## config.mk

```make
export PLATFORM = sky130hd
export DESIGN_NAME = lbr_lane
export DESIGN_NICKNAME = d
export VERILOG_FILES = /design/src/rtl/lbr_pkg.sv /design/src/rtl/lbr_lane.sv
export SDC_FILE = /design/constraint.sdc
export NUM_CORES = 2
export LEC_CHECK = 0
export BUFFER_PORTS_ARGS = -buffer_cell sky130_fd_sc_hd__buf_2
export CORE_MARGIN = 3
export CORE_UTILIZATION = 59
export CTS_CLUSTER_SIZE = 30
export DETAILED_ROUTE_END_ITERATION = 7
export PLACE_DENSITY = 0.8
export SLEW_MARGIN = 20
export SYNTH_ARGS = -nofsm -noshare
export SYNTH_HDL_FRONTEND = slang
export SYNTH_SLANG_ARGS = --single-unit
```

## constraint.sdc

```tcl
create_clock -name clk -period 14.25 [get_ports clk]
set_input_delay 2.85 -clock clk [delete_from_list [all_inputs] [get_ports clk]]
set_output_delay 2.85 -clock clk [all_outputs]
set_load 0.02 [all_outputs]
```

## src/rtl/lbr_pkg.sv

```systemverilog
`default_nettype none
package lbr_pkg;

  localparam int NUM_WALLS = 7;
  localparam int QBITS     = 15;

  localparam logic [2:0] REG_HALF_WIDTH = 3'd0;
  localparam logic [2:0] REG_SPAN_RATIO = 3'd1;
  localparam logic [2:0] REG_OPEN_SIDE  = 3'd2;
  localparam logic [2:0] REG_MIN_RANGE  = 3'd3;
  localparam logic [2:0] REG_MAX_RANGE  = 3'd4;

  localparam logic [1:0] OPEN_POS_X = 2'd0;
  localparam logic [1:0] OPEN_NEG_X = 2'd1;
  localparam logic [1:0] OPEN_POS_Y = 2'd2;
  localparam logic [1:0] OPEN_NEG_Y = 2'd3;

  localparam logic [14:0] RST_HALF_WIDTH = 15'd3072;
  localparam logic [15:0] RST_SPAN_RATIO = 16'd16384;
  localparam logic [1:0]  RST_OPEN_SIDE  = OPEN_POS_X;
  localparam logic [14:0] RST_MIN_RANGE  = 15'd51;
  localparam logic [14:0] RST_MAX_RANGE  = 15'd8192;

  localparam logic [15:0] RATIO_HALF = 16'd16384;
  localparam logic [15:0] RATIO_ONE  = 16'd32768;

  typedef struct packed {
    logic signed [15:0] dir_x;
    logic signed [15:0] dir_y;
    logic signed [15:0] pose_x;
    logic signed [15:0] pose_y;
    logic signed [15:0] noise_offset;
  } beam_t;

  typedef struct packed {
    logic [14:0] beam_range;
    logic        wall_hit;
  } result_t;

  typedef struct packed {
    logic [2:0]  index;
    logic [15:0] value;
  } cfg_t;

  typedef struct packed {
    logic               vert;
    logic signed [15:0] pos;
    logic signed [15:0] lo;
    logic [15:0]        len;
  } wall_t;

  typedef struct packed {
    wall_t [NUM_WALLS-1:0] wall;
    logic [14:0]           min_range;
    logic [14:0]           max_range;
  } geom_t;

  typedef struct packed {
    logic               vhit;
    logic               hhit;
    logic signed [15:0] noise;
  } div_tag_t;

  typedef struct packed {
    logic [15:0] num_a;
    logic [16:0] den_a;
    logic [15:0] num_b;
    logic [16:0] den_b;
    div_tag_t    tag;
  } div_in_t;

  typedef struct packed {
    logic [QBITS-1:0] quo_a;
    logic [QBITS-1:0] quo_b;
    div_tag_t         tag;
  } div_out_t;

endpackage
`default_nettype wire

```

## src/rtl/lbr_lane.sv

```systemverilog
`default_nettype none
module lbr_lane import lbr_pkg::*; (
  input  logic               clk,
  input  logic               en_mul,
  input  logic               en_cmp,
  input  wall_t              wall,
  input  logic signed [15:0] dir_x,
  input  logic signed [15:0] dir_y,
  input  logic signed [15:0] pose_x,
  input  logic signed [15:0] pose_y,
  output logic               hit,
  output logic [15:0]        dist_num
);

  logic signed [15:0] p, q, base_off, base_st;
  logic signed [16:0] p17, q17, off, st, qs, ap17;
  logic [16:0]        ap;
  logic [16:0]        aoff17;
  logic               alive;

  logic signed [33:0] prod_a;
  logic signed [34:0] prod_b;
  logic [32:0]        prod_len;
  logic               alive_r;
  logic [15:0]        aoff_r;
  logic signed [35:0] u;

  always_comb begin
    p        = wall.vert ? dir_x : dir_y;
    q        = wall.vert ? dir_y : dir_x;
    base_off = wall.vert ? pose_x : pose_y;
    base_st  = wall.vert ? pose_y : pose_x;
    p17  = {p[15], p};
    q17  = {q[15], q};
    off  = {wall.pos[15], wall.pos} - {base_off[15], base_off};
    st   = {wall.lo[15], wall.lo} - {base_st[15], base_st};
    qs   = p[15] ? -q17 : q17;
    ap17 = p[15] ? -p17 : p17;
    ap   = ap17;
    aoff17 = off[16] ? -off : off;
    alive  = (p != 16'sd0) && (wall.len != 16'd0) &&
             ((off == 17'sd0) || (off[16] == p[15]));
  end

  // perpendicular offset, crossing point and segment length scaled by |p|
  always_ff @(posedge clk) begin
    if (en_mul) begin
      prod_a   <= qs * off;
      prod_b   <= $signed({1'b0, ap}) * st;
      prod_len <= ap * wall.len;
      alive_r  <= alive;
      aoff_r   <= aoff17[15:0];
    end
  end

  assign u = {{2{prod_a[33]}}, prod_a} - {prod_b[34], prod_b};

  always_ff @(posedge clk) begin
    if (en_cmp) begin
      hit      <= alive_r && !u[35] && (u <= $signed({3'b000, prod_len}));
      dist_num <= aoff_r;
    end
  end

endmodule
`default_nettype wire

```

==> summary.txt <==
STA
  • Post-route clock period utilization: 0.883
  • Fin. max-slew vios: 0
  • Max-slew headroom: 0.200
  • Worst-margin pin slew: between 1000 and 1500 ps
  • Unrepaired setup endpoints after global routing: false
  • Clock skew: 9.06 ps
  • Tmin final: about 13000 ps
  • Final hold violations: 0
  • Fmax: ~80 MHz
  • Sum Neg Setup Slack: 0 ps
  • Number of setup violations in the final report: 0

Critical path
  • Slowest Stage Delay on Critical Path: around 700 ps
  • Worst EP required: approximately 14000 ps
  • Critical Path AT: about 13000 ps
  • CP Max Fanout: 63
  • CP bufs+invs: 6
  • Cell mode on critical path: fa_1
  • Worst Setup Start Kind: input pin
  • Setup crit end kind: flop
  • Kind of critical path: in2reg
  • Slowest cell on the critical path: xor2_1
  • Crit-path leading delay family: adder cells

Placement
  • DPL Wire Length: approximately 84000 um
  • Port bufs: 132
  • Placed cells: between 5000 and 6000
  • RePlAce Congestion: roughly 0.98

Clocking
  • Hold buffers post-CTS: 0
  • Clk buf depth: 2
  • H-tree depth: 4
  • Num CTS Buffers: 17
  • Post-CTS Setup Repair Bufs: 0
  • Clock transition at the registers of the reported paths: 60 ps
  • # resized after CTS: 0
  • CTS tree: done
  • Clock Sinks: approximately 140
  • Clock Latency Late Sink: 460 ps
  • Root Driver: clkbuf_16

Synth
  • #FFs+latches synth: between 100 and 150
  • Synth warn: 0
  • Mapped Area: approximately 0.039 sq mm
  • Prevailing post-synth register cell: edfxtp_1
  • Post-synthesis sequential area ratio: 0.104
  • Yosys cell types: 81
  • Syn Inst Count: between 4000 and 5000
  • Number of synthesized flops with an enable pin: roughly 140
  • Syn Area/Cell: about 9.1 sq um
  • Async S/R FF share, synth: 0

Cells and area
  • Final net count: 5703
  • Layout Cells excl Fill: ~5300
  • Share of cells above drive strength 1: 0.0681
  • P&R area growth vs syn: 6.69%

Drt
  • Vias per Instance: 5.67
  • Via count: ~30000
  • ANT nets after route: 0
  • Routed WL: 102000 um
  • Drt wl/cell: roughly 19 um
  • First-pass DRT Iterations: 6
  • Initial DRC Count: ~2200
  • DRC errors left: 0

Floorplan
  • Row cnt: 93
  • CORE AREA: 0.0650 sq mm
  • Die Ht: ~260 um
  • I/O pin total: between 100 and 150
  • Starting Density: 0.602
  • Full die area: 0.0695 sq mm
  • Chip width: about 260 um

Global route
  • Global-route wire length before repair: about 170000 um
  • GRT Residual Overflow: 0
  • Vias in the first global route: 31900
  • Pin count of the biggest net entering global routing: 67
  • Initial antenna violation count: 17
  • Tot GR Track Use: 0.304

Hold path
  • Hold Crit Class: reg2reg

Outcome
  • Status: complete, no violations

Job
  • MaxCap Viol Count: 0
[cell usage in the layout (no fill, tap or decap), types with 7 or more instances in the layout]
cell and instances:
nand4_1 16, a31oi_1 15, nor2b_1 47, xnor2_2 13, nand3_1 27, xnor2_1 128
clkbuf_16 17, nand2b_1 39, nor2_1 283, fa_1 731, xor2_1 54, o21ai_0 88
buf_4 66, or3_1 10, a21boi_0 7, diode_2 12, a21o_1 57, inv_1 940
a211oi_1 17, buf_2 130, nor3_1 57, o21bai_1 18, nor3b_1 10, nor4_1 9
o21ai_1 9, conb_1 32, a21oi_1 146, edfxtp_1 136, or2_2 16, mux2i_1 53
nand2_1 526, and3_1 14, o21a_1 22, and2_1 158, ha_1 422
[cells in the mapped netlist, types with 5 or more instances]
library cell  instances  area (sq um)
a211o_1               6          52.6
a211oi_1             17           128
a211oi_2              5          62.6
a21boi_0              7          52.6
a21o_1               57           428
a21oi_1             147           736
a31oi_1              15          93.8
and2_1              158           988
and3_1               14          87.6
buf_1                 6          22.5
buf_2                27           135
clkbuf_1             87           327
edfxtp_1            136          4080
fa_1                731         14600
ha_1                422          5280
inv_1               940          3530
mux2i_1              54           541
nand2_1             526          1970
nand2b_1             39           244
nand3_1              27           135
nand4_1              16           100
nor2_1              284          1070
nor2b_1              47           294
nor3_1               57           285
nor3b_1              10          75.1
nor4_1                9          56.3
o211ai_1              6          45.0
o21a_1               22           165
o21ai_0              88           440
o21ai_1               9          45.0
o21bai_1             18           135
o31a_1                5          43.8
o31ai_1               6          45.0
or2_2                16           100
or3_1                10          62.6
xnor2_1             140          1230
xor2_1               63           552
[state kept, by name (all words and copies together), names as in the netlist]
signal and cells:
alive_r 1, prod_b 35, hit 1, aoff_r 16, prod_len 33, dist_num 16
prod_a 34
[layer usage]
layer,GRT usage,up-vias,wire [um]
li1,-,13600,-
met1,0.385,15000,39700
met2,0.506,1236,48800
met3,0.0679,318,8770
met4,0.124,8,4650
met5,0,-,67
[area by class of cell]
class	count	area [sq um]
Fill cell	5285	23300
Tap cell	855	1070
Clock inverter	12	120
Antenna cell	12	30.0
Inverter	942	3540
Timing Repair Buffer	196	1150
Sequential cell	136	4080
Clock buffer	20	437
Multi-Input combinational cell	3141	31300
[kinds of logic after synthesis]
group	count (synthesis)	synth area share
AO/OA/AOI/OAI	459	0.0761
XOR/XNOR	206	0.0467
adder cells (fa/ha/maj)	1153	0.509
buffers and inverters	1066	0.104
flip-flops	136	0.104
multiplexers	62	0.0165
other	2	0.000192
AND/OR/NAND/NOR	1229	0.143
[path summary, 6_finish.rpt]
kind,start,to,slack (ps),cells past startpoint
worst max register to register,prod_a[1]$_DFFE_PP_,hit$_DFFE_PP_,8930,19
worst min-delay path,aoff_r[6]$_DFFE_PP_,dist_num[6]$_DFFE_PP_,420,0
worst max-delay path,wall[48],prod_a[33]$_DFFE_PP_,1670,34
worst min register to register,aoff_r[6]$_DFFE_PP_,dist_num[6]$_DFFE_PP_,420,0
[stage by stage]
step / utilization / setup slack (ps) / instance area, sq um / hold slack (ps)
2_1_floorplan: - / 2170 / 39200 / 400
6_report: 0.642 / 1670 / 41800 / 420
4_1_cts: 0.641 / 1660 / 41700 / 420
3_5_place_dp: 0.633 / 1230 / 41100 / 406
3_3_place_gp: 0.633 / 1390 / 41100 / 403
5_1_grt: 0.642 / 1070 / 41800 / 427
Power is left out: the tool's default activity adds up to more than one toggle a clock period on the data nets, which glitch-free logic cannot reach.
