$ cat src/rtl/lbr_pkg.sv
`default_nettype none
package lbr_pkg;

  localparam int NUM_WALLS = 7;
  localparam int QBITS     = 15;

  localparam logic [2:0] REG_HALF_WIDTH = 3'd0;
  localparam logic [2:0] REG_SPAN_RATIO = 3'd1;
  localparam logic [2:0] REG_OPEN_SIDE  = 3'd2;
  localparam logic [2:0] REG_MIN_RANGE  = 3'd3;
  localparam logic [2:0] REG_MAX_RANGE  = 3'd4;

  localparam logic [1:0] OPEN_POS_X = 2'd0;
  localparam logic [1:0] OPEN_NEG_X = 2'd1;
  localparam logic [1:0] OPEN_POS_Y = 2'd2;
  localparam logic [1:0] OPEN_NEG_Y = 2'd3;

  localparam logic [14:0] RST_HALF_WIDTH = 15'd3072;
  localparam logic [15:0] RST_SPAN_RATIO = 16'd16384;
  localparam logic [1:0]  RST_OPEN_SIDE  = OPEN_POS_X;
  localparam logic [14:0] RST_MIN_RANGE  = 15'd51;
  localparam logic [14:0] RST_MAX_RANGE  = 15'd8192;

  localparam logic [15:0] RATIO_HALF = 16'd16384;
  localparam logic [15:0] RATIO_ONE  = 16'd32768;

  typedef struct packed {
    logic signed [15:0] dir_x;
    logic signed [15:0] dir_y;
    logic signed [15:0] pose_x;
    logic signed [15:0] pose_y;
    logic signed [15:0] noise_offset;
  } beam_t;

  typedef struct packed {
    logic [14:0] beam_range;
    logic        wall_hit;
  } result_t;

  typedef struct packed {
    logic [2:0]  index;
    logic [15:0] value;
  } cfg_t;

  typedef struct packed {
    logic               vert;
    logic signed [15:0] pos;
    logic signed [15:0] lo;
    logic [15:0]        len;
  } wall_t;

  typedef struct packed {
    wall_t [NUM_WALLS-1:0] wall;
    logic [14:0]           min_range;
    logic [14:0]           max_range;
  } geom_t;

  typedef struct packed {
    logic               vhit;
    logic               hhit;
    logic signed [15:0] noise;
  } div_tag_t;

  typedef struct packed {
    logic [15:0] num_a;
    logic [16:0] den_a;
    logic [15:0] num_b;
    logic [16:0] den_b;
    div_tag_t    tag;
  } div_in_t;

  typedef struct packed {
    logic [QBITS-1:0] quo_a;
    logic [QBITS-1:0] quo_b;
    div_tag_t         tag;
  } div_out_t;

endpackage
`default_nettype wire

$ cat src/rtl/lbr_div.sv
`default_nettype none
module lbr_div import lbr_pkg::*; (
  input  logic     clk,
  input  logic     rst,
  input  logic     in_valid,
  output logic     in_ready,
  input  div_in_t  din,
  output logic     out_valid,
  input  logic     out_ready,
  output div_out_t dout
);

  localparam int NS = QBITS + 1;

  logic [NS-1:0] v;
  logic [NS:0]   en;

  logic [31:0]      rem [2][NS];
  logic [16:0]      den [2][NS];
  logic [QBITS-1:0] quo [2][NS];
  logic             sat [2][NS];
  div_tag_t         tag [NS];

  assign en[NS]    = out_ready;
  assign in_ready  = en[0];
  assign out_valid = v[NS-1];

  genvar k, l;
  generate
    for (k = 0; k < NS; k++) begin : g_stage
      assign en[k] = !v[k] || en[k+1];

      if (k == 0) begin : g_entry
        always_ff @(posedge clk) begin
          if (rst) begin
            v[0] <= 1'b0;
          end else if (en[0]) begin
            v[0] <= in_valid;
          end
        end

        always_ff @(posedge clk) begin
          if (en[0]) begin
            tag[0]    <= din.tag;
            rem[0][0] <= {2'b00, din.num_a, 14'd0};
            den[0][0] <= din.den_a;
            sat[0][0] <= {2'b00, din.num_a} >= {din.den_a, 1'b0};
            quo[0][0] <= '0;
            rem[1][0] <= {2'b00, din.num_b, 14'd0};
            den[1][0] <= din.den_b;
            sat[1][0] <= {2'b00, din.num_b} >= {din.den_b, 1'b0};
            quo[1][0] <= '0;
          end
        end
      end else begin : g_bit
        always_ff @(posedge clk) begin
          if (rst) begin
            v[k] <= 1'b0;
          end else if (en[k]) begin
            v[k] <= v[k-1];
          end
        end

        always_ff @(posedge clk) begin
          if (en[k]) begin
            tag[k] <= tag[k-1];
          end
        end
        for (l = 0; l < 2; l++) begin : g_lane
          logic [31:0] trial;
          assign trial = {15'd0, den[l][k-1]} << (QBITS - k);
          always_ff @(posedge clk) begin
            if (en[k]) begin
              den[l][k] <= den[l][k-1];
              sat[l][k] <= sat[l][k-1];
              if (rem[l][k-1] >= trial) begin
                rem[l][k] <= rem[l][k-1] - trial;
                quo[l][k] <= quo[l][k-1] | (QBITS'(1) << (QBITS - k));
              end else begin
                rem[l][k] <= rem[l][k-1];
                quo[l][k] <= quo[l][k-1];
              end
            end
          end
        end
      end
    end
  endgenerate

  assign dout.quo_a = sat[0][NS-1] ? '1 : quo[0][NS-1];
  assign dout.quo_b = sat[1][NS-1] ? '1 : quo[1][NS-1];
  assign dout.tag   = tag[NS-1];

endmodule
`default_nettype wire

$ cat config.mk
export PLATFORM = sky130hd
export DESIGN_NAME = lbr_div
export DESIGN_NICKNAME = d
export VERILOG_FILES = /design/src/rtl/lbr_pkg.sv /design/src/rtl/lbr_div.sv
export SDC_FILE = /design/constraint.sdc
export NUM_CORES = 2
export LEC_CHECK = 0
export ABC_AREA = 1
export BUFFER_PORTS_ARGS = -buffer_cell sky130_fd_sc_hd__buf_2
export CAP_MARGIN = 20
export CELL_PAD_IN_SITES_DETAIL_PLACEMENT = 0
export CELL_PAD_IN_SITES_GLOBAL_PLACEMENT = 1
export CORE_UTILIZATION = 50
export DETAILED_ROUTE_END_ITERATION = 8
export PLACE_DENSITY = 0.84
export SLEW_MARGIN = 20
export SYNTH_ARGS = -nofsm -noshare
export SYNTH_HDL_FRONTEND = slang
export SYNTH_SLANG_ARGS = --single-unit
export TNS_END_PERCENT = 20
$ cat constraint.sdc
create_clock -name clk -period 17.25 [get_ports clk]
set_input_delay 3.45 -clock clk [delete_from_list [all_inputs] [get_ports clk]]
set_output_delay 3.45 -clock clk [all_outputs]
set_load 0.005 [all_outputs]
==> results_dict.tcl <==
set metrics [dict create \
    status "finished with violations" \
    violations "DRC" \
    clock_path_buffers 3 \
    antenna_left 0 \
    start_util_pct 50.4 \
    clkTransAtPathRegs_ns 0.06 \
    slew_viol_final 0 \
    dieHeight_microns 437 \
    htreeDepth 4 \
    post_dp_cell_area_sq_um 98300 \
    finalSetupTns_ns 0 \
    grt_pass1_vias 65200 \
    synth_compound_area_share_pct 9.61 \
    cp.required_ns 13.80 \
    ys.flop_type "edfxtp_1" \
    port_buffers 137 \
    p_seq_share_pct 40.2 \
    reg2reg_slack_ns 12.65 \
    tightest_slew_ns 0.933 \
    die_w_microns 437 \
    power.density_nw_per_um2 168 \
    synth-edff-count 1785 \
    crit_arrival_ns 6.14 \
    insertion_delay_ns 0.84 \
    layout-drive-gt1-share_pct 6.06 \
    synthSimpleGateAreaFrac_pct 14.9 \
    dieArea_sq_um 191000 \
    hp-start "tag[0][25]$_DFFE_PP_" \
    drt-pass1-iter-count 8 \
    synth_nets 10100 \
    p_leak_nw 43.9 \
    muxShareOfSynthArea_pct 0 \
    gr-total-overflow 0 \
    startpoint_type "primary input" \
    finalCritPeriodShare_pct 55.6 \
    fmaxAchievable_mhz 104 \
    finalHoldViolCount 0 \
    ys_async_sr_fraction_pct 0 \
    gp_congestion 0.989 \
    grt_max_degree 79 \
    synthDistinctLibCells 55 \
    synth_top_family_by_area "simple AND/OR/NAND/NOR gates" \
    r2r_end "rem[1][408]$_DFFE_PP_" \
    post_cts_buffers 0 \
    route.detailed.drc 4 \
    rr_worst_depth 13 \
    r2r_start "v[14]$_SDFFE_PP0P_" \
    max_cap_viol_count 0 \
    grt_usage_pct 23.5 \
    clock-sinks 1804 \
    area_delta_synth_final_pct 10.8 \
    hp-class "flip-flop to flip-flop" \
    met1_usage_pct 26.7 \
    synthAdderAreaFrac_pct 7.68 \
    syn_avg_cell_area_sq_um 10.1 \
    setup_viol 0 \
    io_pins 138 \
    grt_pass1_wl_mm 352 \
    netlist_area_sq_um 94600 \
    pwr-share-comb_pct 36.0 \
    rsz0062_at_grt "no" \
    via_per_inst 5.26 \
    crit_type "primary input to primary output" \
    power_mw 17.6 \
    antenna_found_initial 2 \
    netlist_instances 9403 \
    routed_wl_mm 225 \
    holdPathEnd "tag[0][43]$_DFFE_PP_" \
    crit_fanout 35 \
    post_cts_resized 0 \
    cts_root_buf "clkbuf_16" \
    yosys_warnings 0 \
    nets 10300 \
    p_sw_mw 6.49 \
    final_area_sq_um 105000 \
    peakVddDrop_uv 92.4 \
    cp-end-kind "primary output" \
    slew_headroom_pct 37.7 \
    busiest_layer "met2" \
    ys_seq_area_share_pct 57.1 \
    clkPwrFrac_pct 23.8 \
    grtUsageMet3_pct 2.64 \
    min_period_ns 9.59 \
    ys_seq_elements 1804 \
    swShare_pct 37.0 \
    hold_buffers 0 \
    cts_tree "done" \
    num_vias 64800 \
    wl_per_cell_microns 18.3 \
    dp_hpwl_mm 179 \
    cts_buffers 188 \
    synth_xor_area_share_pct 4.80 \
    hold_depth 0 \
    p_int_mw 11.1 \
    clock_skew_ns 0.0434 \
    core_area_sq_um 188000 \
    met2_usage_pct 43.3 \
    core.rowCount 159 \
    drt_iter0_markers 3843 \
]
## sequential cells by signal, indices dropped and copies added, names as in the netlist
register and flops:
v 15, den 510, sat 32, out_valid 1, tag 288, rem 718, quo 240
## synth_stat cells (4+ instances only)
master     instances  area (sq um)
xor2_1           267          2340
o21ai_1           11          55.1
a41oi_1            6          52.6
inv_1           1320          4950
a21o_1            55           413
o211ai_1          29           218
fa_1              28           561
nand3b_1          31           233
nor2_2             7          43.8
nand2_1         1805          6780
buf_4             23           173
nor3_1           116           581
o21a_1            27           203
nand3_1          344          1720
dfxtp_1           19           380
buf_2             32           160
xnor2_1          251          2200
nand2_2            5          31.3
a21boi_0          18           135
and2_1             4          25.0
and3_1             4          25.0
clkbuf_1          66           248
or2_2             71           444
o221ai_1           7          61.3
o21bai_1          43           323
nor2_1           799          3000
o2111ai_1          4          35.0
nand4_1          106           663
ha_1             536          6710
nor3b_1            4          30.0
nor4_1            61           382
edfxtp_1        1785         53600
a211oi_1           8          60.1
a31oi_1           42           263
a21oi_1          706          3530
o21ai_0          727          3640
## worst max path at each step
stage | startpoint | to | depth (start not counted)
final | out_ready | in_ready | 11
after global routing | out_ready | in_ready | 11
after CTS | out_ready | in_ready | 11
after detailed placement | out_ready | in_ready | 11
after global placement | out_ready | in_ready | 11
after floorplan | out_ready | in_ready | 8
## power groups by stage
stage               logic, mW  registers, mW  clock network, mW
global route             7.14           7.16               4.44
floorplan                4.79           6.76                  0
global placement         6.21           7.13                  0
finish                   6.33           7.05               4.18
CTS                      6.31           7.06               4.28
detailed placement       6.28           7.14                  0
## stage by stage
| stage | util, % | worst slack [ns] | hold WS (ns) | cells |
|---|---|---|---|---|
| after floorplan | - | 2.13 | 0.400 | 9403 |
| after global placement | 52.3 | 7.68 | 0.401 | 12000 |
| after global routing | 55.8 | 7.48 | 0.410 | 12300 |
| after CTS | 55.8 | 7.61 | 0.406 | 12300 |
| after detailed placement | 52.3 | 7.63 | 0.405 | 12000 |
| final | 55.8 | 7.66 | 0.407 | 12300 |
## critical path: stages
cell and delay, ns:
buf_2 0.11, inv_1 0.10, nand4_4 0.18, nor3_4 0.54, nand4_4 0.27, nor2_4 0.31
nand4_4 0.27, nor2_4 0.23, nand4_1 0.16, buf_4 0.30, buf_2 0.19
## cells in the final DEF, fill, tap and decap left out, types with 29 or more instances in the layout
cell,count
nand2_1,1801
edfxtp_1,1785
inv_1,1315
nor2_1,789
o21ai_0,727
a21oi_1,706
ha_1,536
nand3_1,343
xor2_1,267
xnor2_1,251
clkbuf_16,189
buf_2,137
nor3_1,116
nand4_1,106
or2_2,71
nor4_1,61
a21o_1,55
buf_4,49
o21bai_1,43
a31oi_1,42
clkbuf_1,37
nand3b_1,31
o211ai_1,29
clkinv_1,29
## layer usage
metal | routed length [microns] | share of wire, %
met3 | 7040 | 3.1
met1 | 90100 | 40
met4 | 11600 | 5.1
met5 | 0 | 0
met2 | 117000 | 52
## logic make-up (layout without fill, tap and decap cells)
family | Yosys count | after routing
AO/OA/AOI/OAI | 1695 | 1695
AND/OR/NAND/NOR | 3372 | 3372
buffers and inverters | 1450 | 1862
flip-flops | 1804 | 1804
adder cells (fa/ha/maj) | 564 | 564
XOR/XNOR | 518 | 518
other | 0 | 1
## cell type report
cell class | count | area [sq um]
timing repair buffer | 187 | 1080
fill | 16500 | 83000
antenna | 1 | 2.50
clock buffer | 228 | 4880
inverter | 1325 | 4990
sequential | 1804 | 54000
multi-input combinational | 6149 | 35100
clock inverter | 122 | 1610
tap | 2495 | 3120
(Power assumes the default switching activity.)
